[config.mk]
export PLATFORM = sky130hd
export DESIGN_NAME = noc_injection_credit_interface
export DESIGN_NICKNAME = d
export VERILOG_FILES = /design/src/design/ncif_pkg.sv /design/src/design/noc_injection_credit_interface.sv
export VERILOG_INCLUDE_DIRS = /design/src /design/src/design
export SDC_FILE = /design/constraint.sdc
export NUM_CORES = 1
export LEC_CHECK = 0
export BUFFER_PORTS_ARGS = -buffer_cell sky130_fd_sc_hd__buf_2
export CORE_UTILIZATION = 65
export DETAILED_ROUTE_END_ITERATION = 8
export GPL_ROUTABILITY_DRIVEN = 0
export PLACE_DENSITY = 0.89
export SYNTH_ARGS = -nofsm -noshare
export SYNTH_HDL_FRONTEND = slang
export SYNTH_SLANG_ARGS = --single-unit
[constraint.sdc]
create_clock -name clk -period 7.8 [get_ports clk]
set_input_delay 0.39 -clock clk [delete_from_list [all_inputs] [get_ports clk]]
set_output_delay 0.39 -clock clk [all_outputs]
set_load 0.05 [all_outputs]
[src/design/noc_injection_credit_interface_macros.svh]
// Assertion macros for the noc injection credit interface.
`ifndef NOC_INJECTION_CREDIT_INTERFACE_MACROS_SVH
`define NOC_INJECTION_CREDIT_INTERFACE_MACROS_SVH

// Condition that holds at every clock edge out of reset.
`define NCIF_ASSERT_ALWAYS(label, cond, msg) \
	label: assert property (@(posedge clk) disable iff (!arst_n) (cond)) else $error(msg);

// Implication checked on the same edge.
`define NCIF_ASSERT_IMPL(label, ante, cons, msg) \
	label: assert property (@(posedge clk) disable iff (!arst_n) (ante) |-> (cons)) \
		else $error(msg);

`endif

[src/design/ncif_pkg.sv]
// Package: sizes, codes and payload types of the noc injection credit interface.
`timescale 1ns / 1ps

package ncif_pkg;

	localparam int NUM_VCS         = 4;
	localparam int VC_BUFFER_DEPTH = 8;
	localparam int QUEUE_DEPTH     = 16;
	localparam int NUM_NODES       = 64;

	localparam int VC_W   = (NUM_VCS > 1) ? $clog2(NUM_VCS) : 1;
	localparam int PTR_W  = $clog2(QUEUE_DEPTH);
	localparam int CNT_W  = $clog2(QUEUE_DEPTH + 1);
	localparam int CRED_W = $clog2(VC_BUFFER_DEPTH + 1);
	localparam int NODE_L = $clog2(NUM_NODES + 1) - 1;
	localparam int SUM_W  = ((CNT_W > 5) ? CNT_W : 5) + 1;

	localparam int CFG_IDX_W  = 2;
	localparam int CFG_DATA_W = 6;

	localparam logic [1:0] CMD_GEN    = 2'd0;
	localparam logic [1:0] CMD_SEND   = 2'd1;
	localparam logic [1:0] CMD_CREDIT = 2'd2;

	localparam logic [CFG_IDX_W-1:0] REG_NODE_ID      = 2'd0;
	localparam logic [CFG_IDX_W-1:0] REG_TRAFFIC_MODE = 2'd1;
	localparam logic [CFG_IDX_W-1:0] REG_FLITS_PER_PKT = 2'd2;
	localparam logic [CFG_IDX_W-1:0] REG_QUEUE_LIMIT  = 2'd3;

	localparam logic [1:0] MODE_DIRECT     = 2'd0;
	localparam logic [1:0] MODE_TRANSPOSE  = 2'd1;
	localparam logic [1:0] MODE_COMPLEMENT = 2'd2;

	typedef struct packed {
		logic [1:0] cmd;
		logic [5:0] dest_in;
		logic [1:0] credit_vc;
		logic       channel_free;
	} in_t;

	typedef struct packed {
		logic       flit_sent;
		logic [1:0] flit_vc;
		logic       flit_head;
		logic       flit_tail;
		logic [5:0] flit_dest;
		logic       packet_dropped;
		logic [4:0] queue_fill;
	} out_t;

	typedef struct packed {
		logic [VC_W-1:0] vc;
		logic            head;
		logic            tail;
		logic [5:0]      dest;
	} flit_t;

endpackage

[src/design/noc_injection_credit_interface.sv]
// Top level: noc injection interface with flit queue memory and per-VC credit memory.
//
// channel  direction  handshake            payload
// in       to block   in_valid / in_stall   ncif_pkg::in_t
// out      from block out_valid / out_stall ncif_pkg::out_t
// cfg      to block   cfg_valid / cfg_ready cfg_index, cfg_data
//
// Generate: the credit memory is scanned one entry per cycle, then the flit memory takes
//   one flit write per cycle.
// Send: flit read, credit read, update, result; straight to the result when the queue is
//   empty or the channel is busy. Credit return: update, then result. Others: result only.
// Drop or empty packet: result only. No clearing pass after reset; credit entries carry
//   valid bits and read as the buffer depth until written.
// A result waits in the output register; the next request is taken meanwhile, and
//   its result holds in the final state until that register frees.
`timescale 1ns / 1ps
`include "noc_injection_credit_interface_macros.svh"

module noc_injection_credit_interface (
	input  logic                                clk,
	input  logic                                arst_n,
	input  logic                                in_valid,
	output logic                                in_stall,
	input  ncif_pkg::in_t                       in_data,
	output logic                                out_valid,
	input  logic                                out_stall,
	output ncif_pkg::out_t                      out_data,
	input  logic                                cfg_valid,
	output logic                                cfg_ready,
	input  logic [ncif_pkg::CFG_IDX_W-1:0]      cfg_index,
	input  logic [ncif_pkg::CFG_DATA_W-1:0]     cfg_data
);

	localparam int L_RS = ncif_pkg::NODE_L - ncif_pkg::NODE_L / 2;
	localparam int L_LS = ncif_pkg::NODE_L / 2;
	localparam logic [31:0] LOW_MASK  = 32'((64'd1 << ncif_pkg::NODE_L) - 64'd1);
	localparam logic [31:0] NODE_MASK = 32'(ncif_pkg::NUM_NODES - 1);

	typedef enum logic [2:0] {
		ST_IDLE,
		ST_SCAN,
		ST_WRITE,
		ST_SEND_RD,
		ST_SEND_CHK,
		ST_CRED,
		ST_FIN
	} state_t;

	function automatic logic [5:0] pattern_dest(logic [1:0] mode, logic [5:0] nid,
			logic [5:0] din);
		logic [31:0] n;
		logic [31:0] r;
		int i;
		n = 32'(nid) & LOW_MASK;
		r = '0;
		case (mode)
			ncif_pkg::MODE_DIRECT:     r = 32'(din);
			ncif_pkg::MODE_TRANSPOSE:  r = ((n >> L_RS) | (n << L_LS)) & NODE_MASK;
			ncif_pkg::MODE_COMPLEMENT: r = ~32'(nid) & NODE_MASK;
			default: begin
				for (i = 0; i < ncif_pkg::NODE_L; i++) begin
					r[ncif_pkg::NODE_L-1-i] = n[i];
				end
			end
		endcase
		return r[5:0];
	endfunction

	state_t                          state_q;
	logic [5:0]                      node_id_q;
	logic [1:0]                      traffic_mode_q;
	logic [4:0]                      fpp_q;
	logic [4:0]                      queue_limit_q;
	logic [ncif_pkg::PTR_W-1:0]      wp_q;
	logic [ncif_pkg::PTR_W-1:0]      rp_q;
	logic [ncif_pkg::CNT_W-1:0]      count_q;
	logic [ncif_pkg::NUM_VCS-1:0]    cred_vld_q;
	logic [ncif_pkg::VC_W-1:0]       cr_idx_q;
	logic [ncif_pkg::VC_W-1:0]       best_q;
	logic [ncif_pkg::CRED_W-1:0]     best_cr_q;
	logic [4:0]                      fidx_q;
	logic [5:0]                      dest_q;
	logic [ncif_pkg::VC_W-1:0]       credit_vc_q;
	ncif_pkg::flit_t                 ent_q;
	logic                            r_sent_q;
	logic                            r_drop_q;
	logic                            out_valid_q;
	ncif_pkg::out_t                  out_q;

	ncif_pkg::flit_t                 flit_mem [ncif_pkg::QUEUE_DEPTH];
	ncif_pkg::flit_t                 flit_rd_q;
	logic                            flit_we;
	ncif_pkg::flit_t                 flit_wdata;

	logic [ncif_pkg::CRED_W-1:0]     cred_mem [ncif_pkg::NUM_VCS];
	logic [ncif_pkg::CRED_W-1:0]     cred_rd_q;
	logic                            cred_rdv_q;
	logic [ncif_pkg::VC_W-1:0]       cred_raddr;
	logic [ncif_pkg::VC_W-1:0]       cred_waddr;
	logic [ncif_pkg::CRED_W-1:0]     cred_wdata;
	logic                            cred_we;
	logic [ncif_pkg::CRED_W-1:0]     cred_val;

	logic                            in_acc;
	logic [ncif_pkg::SUM_W-1:0]      fit_sum;
	logic [ncif_pkg::SUM_W-1:0]      fit_limit;
	logic                            fits;
	logic                            vc_ok;
	logic                            last_flit;
	logic [ncif_pkg::PTR_W-1:0]      wp_next;
	logic [ncif_pkg::PTR_W-1:0]      rp_next;
	ncif_pkg::out_t                  res;

	assign in_stall  = (state_q != ST_IDLE);
	assign in_acc    = in_valid && !in_stall;
	assign cfg_ready = 1'b1;
	assign out_valid = out_valid_q;
	assign out_data  = out_q;

	assign cred_val = cred_rdv_q ? cred_rd_q : ncif_pkg::CRED_W'(ncif_pkg::VC_BUFFER_DEPTH);

	assign fit_sum   = ncif_pkg::SUM_W'(count_q) + ncif_pkg::SUM_W'(fpp_q);
	assign fit_limit = (ncif_pkg::SUM_W'(queue_limit_q) > ncif_pkg::SUM_W'(ncif_pkg::QUEUE_DEPTH))
		? ncif_pkg::SUM_W'(ncif_pkg::QUEUE_DEPTH) : ncif_pkg::SUM_W'(queue_limit_q);
	assign fits      = (fit_sum <= fit_limit);
	assign vc_ok     = ({3'b000, in_data.credit_vc} < 5'(ncif_pkg::NUM_VCS));
	assign last_flit = (fidx_q == fpp_q - 5'd1);

	assign wp_next = (wp_q == ncif_pkg::PTR_W'(ncif_pkg::QUEUE_DEPTH - 1))
		? '0 : wp_q + 1'b1;
	assign rp_next = (rp_q == ncif_pkg::PTR_W'(ncif_pkg::QUEUE_DEPTH - 1))
		? '0 : rp_q + 1'b1;

	always_comb begin
		flit_we         = (state_q == ST_WRITE);
		flit_wdata.vc   = best_q;
		flit_wdata.head = (fidx_q == 5'd0);
		flit_wdata.tail = last_flit;
		flit_wdata.dest = (fidx_q == 5'd0) ? dest_q : 6'd0;

		// a generate starts its scan at VC 0
		case (state_q)
			ST_IDLE:    cred_raddr = (in_data.cmd == ncif_pkg::CMD_CREDIT)
				? ncif_pkg::VC_W'(in_data.credit_vc) : '0;
			ST_SCAN:    cred_raddr = cr_idx_q + 1'b1;
			ST_SEND_RD: cred_raddr = flit_rd_q.vc;
			default:    cred_raddr = '0;
		endcase

		cred_we    = 1'b0;
		cred_waddr = ent_q.vc;
		cred_wdata = cred_val - 1'b1;
		case (state_q)
			ST_SEND_CHK: cred_we = (cred_val != '0);
			ST_CRED: begin
				cred_we    = (cred_val < ncif_pkg::CRED_W'(ncif_pkg::VC_BUFFER_DEPTH));
				cred_waddr = credit_vc_q;
				cred_wdata = cred_val + 1'b1;
			end
			default: cred_we = 1'b0;
		endcase

		res.flit_sent      = r_sent_q;
		res.flit_vc        = r_sent_q ? 2'(ent_q.vc) : 2'd0;
		res.flit_head      = r_sent_q && ent_q.head;
		res.flit_tail      = r_sent_q && ent_q.tail;
		res.flit_dest      = r_sent_q ? ent_q.dest : 6'd0;
		res.packet_dropped = r_drop_q;
		res.queue_fill     = 5'(count_q);
	end

	always_ff @(posedge clk) begin
		if (flit_we) begin
			flit_mem[wp_q] <= flit_wdata;
		end
		flit_rd_q <= flit_mem[rp_q];
	end

	always_ff @(posedge clk) begin
		if (cred_we) begin
			cred_mem[cred_waddr] <= cred_wdata;
		end
		cred_rd_q <= cred_mem[cred_raddr];
	end

	always_ff @(posedge clk or negedge arst_n) begin
		if (!arst_n) begin
			state_q        <= ST_IDLE;
			node_id_q      <= 6'd0;
			traffic_mode_q <= ncif_pkg::MODE_DIRECT;
			fpp_q          <= 5'd4;
			queue_limit_q  <= 5'd16;
			wp_q           <= '0;
			rp_q           <= '0;
			count_q        <= '0;
			cred_vld_q     <= '0;
			cred_rdv_q     <= 1'b0;
			cr_idx_q       <= '0;
			best_q         <= '0;
			best_cr_q      <= '0;
			fidx_q         <= '0;
			dest_q         <= '0;
			credit_vc_q    <= '0;
			ent_q          <= '0;
			r_sent_q       <= 1'b0;
			r_drop_q       <= 1'b0;
			out_valid_q    <= 1'b0;
			out_q          <= '0;
		end else begin
			cred_rdv_q <= cred_vld_q[cred_raddr];
			if (cred_we) begin
				cred_vld_q[cred_waddr] <= 1'b1;
			end

			if (cfg_valid && cfg_ready) begin
				case (cfg_index)
					ncif_pkg::REG_NODE_ID:       node_id_q      <= cfg_data[5:0];
					ncif_pkg::REG_TRAFFIC_MODE:  traffic_mode_q <= cfg_data[1:0];
					ncif_pkg::REG_FLITS_PER_PKT: fpp_q          <= cfg_data[4:0];
					ncif_pkg::REG_QUEUE_LIMIT:   queue_limit_q  <= cfg_data[4:0];
					default: ;
				endcase
			end

			if (state_q == ST_FIN && (!out_valid_q || !out_stall)) begin
				out_valid_q <= 1'b1;
			end else if (out_valid_q && !out_stall) begin
				out_valid_q <= 1'b0;
			end

			case (state_q)
				ST_IDLE: begin
					if (in_acc) begin
						r_sent_q    <= 1'b0;
						r_drop_q    <= 1'b0;
						cr_idx_q    <= '0;
						fidx_q      <= '0;
						credit_vc_q <= ncif_pkg::VC_W'(in_data.credit_vc);
						dest_q      <= pattern_dest(traffic_mode_q, node_id_q, in_data.dest_in);
						case (in_data.cmd)
							ncif_pkg::CMD_GEN: begin
								if (!fits) begin
									r_drop_q <= 1'b1;
									state_q  <= ST_FIN;
								end else if (fpp_q == 5'd0) begin
									state_q <= ST_FIN;
								end else begin
									state_q <= ST_SCAN;
								end
							end
							ncif_pkg::CMD_SEND: begin
								if (count_q != '0 && in_data.channel_free) begin
									state_q <= ST_SEND_RD;
								end else begin
									state_q <= ST_FIN;
								end
							end
							ncif_pkg::CMD_CREDIT: state_q <= vc_ok ? ST_CRED : ST_FIN;
							default: state_q <= ST_FIN;
						endcase
					end
				end
				ST_SCAN: begin
					if (cr_idx_q == '0 || cred_val > best_cr_q) begin
						best_q    <= cr_idx_q;
						best_cr_q <= cred_val;
					end
					if (cr_idx_q == ncif_pkg::VC_W'(ncif_pkg::NUM_VCS - 1)) begin
						state_q <= ST_WRITE;
					end else begin
						cr_idx_q <= cr_idx_q + 1'b1;
					end
				end
				ST_WRITE: begin
					wp_q    <= wp_next;
					count_q <= count_q + 1'b1;
					fidx_q  <= fidx_q + 5'd1;
					if (last_flit) begin
						state_q <= ST_FIN;
					end
				end
				ST_SEND_RD: begin
					ent_q   <= flit_rd_q;
					state_q <= ST_SEND_CHK;
				end
				ST_SEND_CHK: begin
					if (cred_val != '0) begin
						r_sent_q <= 1'b1;
						rp_q     <= rp_next;
						count_q  <= count_q - 1'b1;
					end
					state_q <= ST_FIN;
				end
				ST_CRED: state_q <= ST_FIN;
				ST_FIN: begin
					if (!out_valid_q || !out_stall) begin
						out_q   <= res;
						state_q <= ST_IDLE;
					end
				end
				default: state_q <= ST_IDLE;
			endcase
		end
	end

	`NCIF_ASSERT_ALWAYS(a_count_bound, count_q <= ncif_pkg::CNT_W'(ncif_pkg::QUEUE_DEPTH), "flit count above queue depth")
	`NCIF_ASSERT_IMPL(a_write_room, state_q == ST_WRITE, count_q < ncif_pkg::CNT_W'(ncif_pkg::QUEUE_DEPTH), "flit write into a full queue")
	`NCIF_ASSERT_IMPL(a_send_nonempty, state_q == ST_SEND_RD || state_q == ST_SEND_CHK, count_q != '0, "send path entered with empty queue")
	`NCIF_ASSERT_IMPL(a_cred_bound, cred_we, cred_wdata <= ncif_pkg::CRED_W'(ncif_pkg::VC_BUFFER_DEPTH), "credit written above buffer depth")
	`NCIF_ASSERT_IMPL(a_sent_no_drop, out_valid_q && out_q.flit_sent, !out_q.packet_dropped, "result both sent and dropped")

endmodule
==> results of run 1 <==
==> path summary, 6_finish.rpt <==
path | end | slack (ns) | cells past startpoint
max | state_q[2] | 5.08 | 10
min | node_id_q[5] | 0.06 | 3
max reg2reg | state_q[2] | 5.08 | 10
min reg2reg | out_data[13] | 0.46 | 2
max in group asynchronous | rp_q[0] | 6.34 | 3
min in group asynchronous | fidx_q[4] | 0.31 | 2
==> final cells by class <==
| cell class | instances | area [um^2] |
|---|---|---|
| clock buffer | 33 | 741 |
| clock inverter | 19 | 113 |
| fill | 1052 | 4780 |
| inverter | 26 | 97.6 |
| multi-input combinational | 457 | 3980 |
| sequential | 280 | 7820 |
| tap | 229 | 287 |
| timing repair buffer | 49 | 268 |
==> stage by stage <==
stage	area (um^2)	utilization, %	cells	worst slack (ns)	hold WS (ns)
after CTS	13300	73.5	1093	5.08	0.0375
after floorplan	12100	-	796	5.24	0.0944
after global routing	13300	73.5	1093	4.91	0.0532
after global placement	12400	68.8	1040	5.18	0.332
final	13300	73.5	1093	5.08	0.0576
after detailed placement	12400	68.8	1040	5.10	0.333
==> power groups by stage <==
stage / registers (W) / clock network (W) / logic (W)
floorplan: 0.00235 / 0 / 0.00134
finish: 0.00231 / 0.00125 / 0.00185
global route: 0.00235 / 0.00132 / 0.00202
global placement: 0.00231 / 0 / 0.00172
CTS: 0.00231 / 0.00126 / 0.00185
detailed placement: 0.00233 / 0 / 0.00181
==> synthesized netlist by cell type, types with 14 or more instances <==
library cell / count / area (um^2)
nor2_1: 18 / 67.6
mux2i_1: 32 / 320
inv_1: 26 / 97.6
dfrtp_1: 88 / 2200
edfxtp_1: 176 / 5290
nand2_1: 82 / 308
and2_1: 25 / 156
mux2_2: 36 / 405
mux4_2: 32 / 721
ha_1: 30 / 375
nand3_1: 22 / 110
dfxtp_1: 14 / 280
a21oi_1: 30 / 150
nor2b_1: 15 / 93.8
o21ai_0: 29 / 145
==> kinds of logic (layout without fill, tap and decap cells) <==
group	Yosys count	count (layout)	share of synthesized area, %
flip-flops	280	280	64.6
AND/OR/NAND/NOR	200	200	8.65
multiplexers	112	112	14.3
AO/OA/AOI/OAI	91	91	4.71
buffers and inverters	59	127	2.60
adder cells (fa/ha/maj)	33	33	3.60
XOR/XNOR	20	20	1.45
other	1	1	0.0310
==> metal layers <==
metal,up-vias,global-route usage [%],routed length (um)
met3,67,3.50,1160
met5,-,0,0
met1,3427,33.8,9600
met2,256,44.4,12200
met4,0,10.1,786
li1,3062,-,-
==> layout by cell type (no fill, tap or decap), types with 13 or more instances in the layout <==
master,instances
mux2i_1,32
dfxtp_1,14
nand2_1,82
ha_1,30
and2_1,25
o21ai_0,29
edfxtp_1,176
inv_1,26
xnor2_1,13
clkbuf_16,29
nor2_1,18
nand3_1,22
mux4_2,32
mux2_2,36
dfrtp_1,87
a21oi_1,30
buf_2,41
nor2b_1,15
==> critical path, cell delays in order, from the launching register on <==
cell      delay (ns)
dfrtp_1         0.42
ha_1            0.24
fa_1            0.41
a21o_1          0.17
a21oi_1         0.17
xnor2_1         0.09
ha_1            0.21
a211oi_1        0.21
a21oi_1         0.15
or3_1           0.38
o211a_1         0.15
==> state kept, by name (all words and copies together), names as in the netlist, 3 cells and up <==
register and cells:
flit_mem 160, cred_vld_q 4, node_id_q 6, cred_mem 16
queue_limit_q 5, fpp_q 5, dest_q 6, rp_q 4
flit_rd_q 10, count_q 5, cred_rd_q 4, out_data 17
fidx_q 5, state_q 3, best_cr_q 4, ent_q 10
wp_q 4
==> timing repair <==
item | CTS | global route
endpoints found under the setup margin | 0 | 0
hold buffers | 1 | 0
endpoints found under the hold margin | 27 | 0
==> flow_metrics.tcl, run 1 <==
set metrics [dict create \
    critPathLaunch "fpp_q[0]" \
    synthFlopType "edfxtp_1" \
    max_freq_ghz 0.368 \
    die_x_um 138 \
    core-area_um2 18100 \
    tritoncts "done" \
    slew_violations 0 \
    grt_max_degree 62 \
    first_pass_iters 7 \
    synth_seq_area_share_pct 64.6 \
    critical_path_arrival_ns 3.15 \
    die_h_um 138 \
    vdd_drop_max_mv 0.346 \
    cts.sinks 280 \
    ctsResizeCount 0 \
    synth_area_um2 12100 \
    grt_usage_pct 25.8 \
    slew_headroom_pct 24.5 \
    rsz0062_at_grt "no" \
    num_io_pins 44 \
    finalWirelength_um 23700 \
    critPathCaptureType "register" \
    path_class "reg -> reg" \
    synth_warnings 0 \
    p_total_w 0.00542 \
    postSynthAreaPerCell_um2 15.2 \
    clockPowerShare_pct 23.2 \
    drt_iter0_markers 746 \
    p_per_area_nw_per_um2 407 \
    cts_made_buffers 28 \
    cp_max_fo 5 \
    crit_required_ns 8.23 \
    antenna_found_initial 0 \
    min_from "cfg_data[5]" \
    syn2layout_area_growth_pct 9.89 \
    drive_gt1_share_pct 20.5 \
    grt_pass1_wl_um 37700 \
    htreeDepth 1 \
    power_leakage_nw 5.23 \
    clock_latency_ns 0.54 \
    wl_per_cell_um 21.7 \
    startpoint_type "register" \
    nNetsFinal 899 \
    clkSlewWorstSetupHoldPaths_ns 0.07 \
    dpl.hpwl_um 14600 \
    violations "DRC" \
    port_buffers 42 \
    setup_tns_ns 0 \
    status "complete, but fails checks" \
    num_vias 6812 \
    worst_slew_pin_slew_ns 1.13 \
    seqPwrFrac_pct 42.7 \
    min_path_type "in -> reg" \
    drc 4 \
    drv_cap 0 \
    p_sw_w 0.00193 \
    fin_skew_ns 0.0123 \
    netlist_instances 796 \
    setup-violations-final 0 \
    r2r_start "fpp_q[0]" \
    cts_setup_buffers 0 \
    combPwrFrac_pct 34.1 \
    fin_crit_sh_pct 34.9 \
    synth_edf_count 176 \
    p_sw_share_pct 35.6 \
    num_antenna_cells 0 \
    antenna_left 0 \
    clock_path_buffers 3 \
    num_rows 49 \
    p_int_w 0.00349 \
    synth.distinct_cells 60 \
    via_per_inst 6.23 \
    grt_pass1_vias 6973 \
    start_util_pct 66.9 \
    async_flop_share_pct 32.1 \
    final-hold-violation-count 0 \
    overflow 0 \
    die-area_um2 19200 \
    synth_nets 853 \
    layout_min_cycle_time_ns 2.72 \
    cts_root_buf "clkbuf_16" \
    synth-seq-cells 280 \
]
No activity file was read; power rests on OpenSTA's default activity.
==> run 2, diff against run 1 <==
--- a/config.mk
+++ b/config.mk
@@ -6,11 +6,12 @@
 export SDC_FILE = /design/constraint.sdc
 export NUM_CORES = 1
 export LEC_CHECK = 0
+export ABC_AREA = 1
 export BUFFER_PORTS_ARGS = -buffer_cell sky130_fd_sc_hd__buf_2
-export CORE_UTILIZATION = 65
+export CORE_UTILIZATION = 56
 export DETAILED_ROUTE_END_ITERATION = 8
 export GPL_ROUTABILITY_DRIVEN = 0
-export PLACE_DENSITY = 0.89
+export PLACE_DENSITY = 0.82
 export SYNTH_ARGS = -nofsm -noshare
 export SYNTH_HDL_FRONTEND = slang
 export SYNTH_SLANG_ARGS = --single-unit
==> constraint.sdc (replaced) <==
create_clock -name clk -period 2.4 [get_ports clk]
set_input_delay 0.12 -clock clk [delete_from_list [all_inputs] [get_ports clk]]
set_output_delay 0.12 -clock clk [all_outputs]
set_load 0.05 [all_outputs]
==> run 2 against run 1 <==
Compared with the run above: the run ends with setup timing left; design area increased by 5.1%; combinational power increased to 3.7 times the previous value; largest cell class unchanged; clock skew decreased by 0.0034 ns; via count increased by 25%; setup slack got worse by 5.1 ns; fmax increased by 11%.
==> flow_metrics.tcl, run 2 <==
set metrics [dict create \
    vdd_drop_max_mv 1.10 \
    final_common_cell "edfxtp_1" \
    p_total_w 0.0186 \
    synth_area_leader_cell "edfxtp_1" \
    synth_nets 1136 \
    slowest_stage "dfstp_2" \
    cp_max_fo 3 \
    fin_crit_sh_pct 102 \
    synthFlopType "edfxtp_1" \
    clkSlewWorstSetupHoldPaths_ns 0.06 \
    clock_latency_ns 0.54 \
    postSynthAreaPerCell_um2 11.1 \
    critPathCaptureType "register" \
    grt_pass1_wl_um 43200 \
    min_path_type "in -> reg" \
    htreeDepth 1 \
    slew_headroom_pct 53.8 \
    num_rows 53 \
    synth_top_area_share_pct 44.1 \
    antenna_found_initial 0 \
    die_h_um 148 \
    startpoint_type "register" \
    via_per_inst 5.75 \
    p_per_area_nw_per_um2 1330 \
    grt_max_degree 53 \
    async_flop_share_pct 32.1 \
    grt.busiest_layer "met2" \
    clock_path_buffers 3 \
    synth_seq_area_share_pct 65.3 \
    synthTopCellsByArea "edfxtp_1, dfrtp_1, nand2_1, nor2_1, o21ai_0" \
    crit_required_ns 2.83 \
    dpl.hpwl_um 17000 \
    drive_gt1_share_pct 15.0 \
    layout_min_cycle_time_ns 2.45 \
    worst_slack_ns -0.0463 \
    final-hold-violation-count 0 \
    power_leakage_nw 5.80 \
    cts_made_buffers 28 \
    cp_common_cell "nand2_1" \
    finalWirelength_um 27200 \
    nNetsFinal 1238 \
    use_met3_pct 3.34 \
    path_class "reg -> reg" \
    mostFrequentLayoutCells "edfxtp_1, nand2_1, nor2_1" \
    netlist_instances 1079 \
    grt_use_met1_pct 33.1 \
    num_vias 8486 \
    synth_edf_count 176 \
    synth_warnings 0 \
    antenna_left 0 \
    overflow 0 \
    syn2layout_area_growth_pct 16.8 \
    synth-seq-cells 280 \
    die_x_um 148 \
    utilization_pct 66.5 \
    status "complete, but fails checks" \
    worst_slew_pin_slew_ns 0.688 \
    synth.distinct_cells 49 \
    slew_violations 0 \
    num_io_pins 44 \
    drt_iter0_markers 737 \
    largest_register "flit_mem" \
    fillers 1439 \
    start_util_pct 56.9 \
    drv_cap 0 \
    critical_path_arrival_ns 2.87 \
    tritoncts "done" \
    path_buf_inv 0 \
    setup-violations-final 2 \
    setup_tns_ns -0.0688 \
    cpLargestDelayFamily "simple AND/OR/NAND/NOR gates" \
    grt_usage_pct 25.4 \
    rsz0062_at_grt "yes" \
    met2_usage_pct 43.3 \
    synth_area_um2 12000 \
    largest_reg_flops 160 \
    die-area_um2 22000 \
    cp_slowest_stage_delay_ns 0.56 \
    yosysMostFrequentCell "nand2_1" \
    num_antenna_cells 0 \
    core-area_um2 21000 \
    cts_root_buf "clkbuf_16" \
    grt_pass1_vias 8509 \
    max_freq_ghz 0.409 \
    path_cells "ha_4, a21oi_2, nand2_1, xor2_1, ha_1, a21oi_1, nand2_2, nand2_1, nand2_1, nand2_2, nand3_2, nand2_2, nand2_2, nand2_2, nand2_1, nand2_1, nand2_1" \
    fin_skew_ns 0.00886 \
    violations "setup timing" \
    cts.sinks 280 \
    port_buffers 42 \
    wl_per_cell_um 18.4 \
    drc 0 \
    ys_top_cells_by_count "nand2_1, edfxtp_1, nor2_1" \
    first_pass_iters 7 \
]
[run 2: kinds of logic after synthesis]
kind of cell,Yosys count,share of synthesized area (%)
AND/OR/NAND/NOR,390,13.4
AO/OA/AOI/OAI,199,10.2
multiplexers,17,1.43
adder cells (fa/ha/maj),33,3.64
buffers and inverters,139,4.53
XOR/XNOR,20,1.46
flip-flops,280,65.3
other,1,0.0313
[run 2: timing repair]
item / 4_1_cts / 5_1_grt
resized for setup: 7 / 8
hold buffers: 22 / 0
pin swaps: 6 / 5
endpoints found under the hold margin: 71 / 0
endpoints found under the setup margin: 8 / 5
setup buffers: 2 / 0
[run 2: where the power goes]
group	total (W)	internal, W	switching (W)
Combinational	0.00691	0.00229	0.00463
Sequential	0.00726	0.00659	0.000674
Clock	0.00444	0.00268	0.00175
[run 2: metrics by stage]
stage	worst slack (ns)	cells	hold WS [ns]	cell area [um^2]
2_1_floorplan	0.102	1079	-0.176	12000
5_1_grt	-0.228	1477	0.0506	14000
4_1_cts	0.00555	1477	0.00182	14000
3_5_place_dp	-0.0607	1402	0.155	12700
3_3_place_gp	0.0323	1402	0.145	12700
6_report	-0.0463	1477	0.0239	14000
[run 2: final cells by class]
class / instances / area [um^2] / share of cell area (%)
flip-flops and latches: 280 / 7820 / 56.0
multi-input cells: 660 / 3660 / 26.2
repair buffers: 112 / 831 / 5.94
clock buffers: 35 / 768 / 5.50
inverters: 99 / 372 / 2.66
well taps: 275 / 344 / 2.46
clock inverters: 16 / 178 / 1.27
[run 2: tightest hold or removal path, delay by kind of cell]
kind,cells,cell delay [ns]
buffers and inverters,1,0.10
AND/OR/NAND/NOR,3,0.30
[run 2: worst paths after layout]
kind                              start             to  slack, ns  depth (start not counted)
max                            fpp_q[2]     state_q[1]      -0.05                         17
min                            in_valid       r_drop_q       0.02                          4
max reg2reg                    fpp_q[2]     state_q[1]      -0.05                         17
min reg2reg                flit_rd_q[3]       ent_q[3]       0.45                          2
max in group asynchronous        arst_n      dest_q[5]       1.59                          3
min in group asynchronous        arst_n  cred_vld_q[2]       0.18                          2
[run 2: layer usage]
layer | share of wire (%) | up-vias | routed length, um
met1 | 40 | 4076 | 10800
li1 | - | 3953 | -
met5 | 0 | - | 0
met2 | 51 | 385 | 13800
met3 | 6.1 | 72 | 1650
met4 | 3.2 | 0 | 872
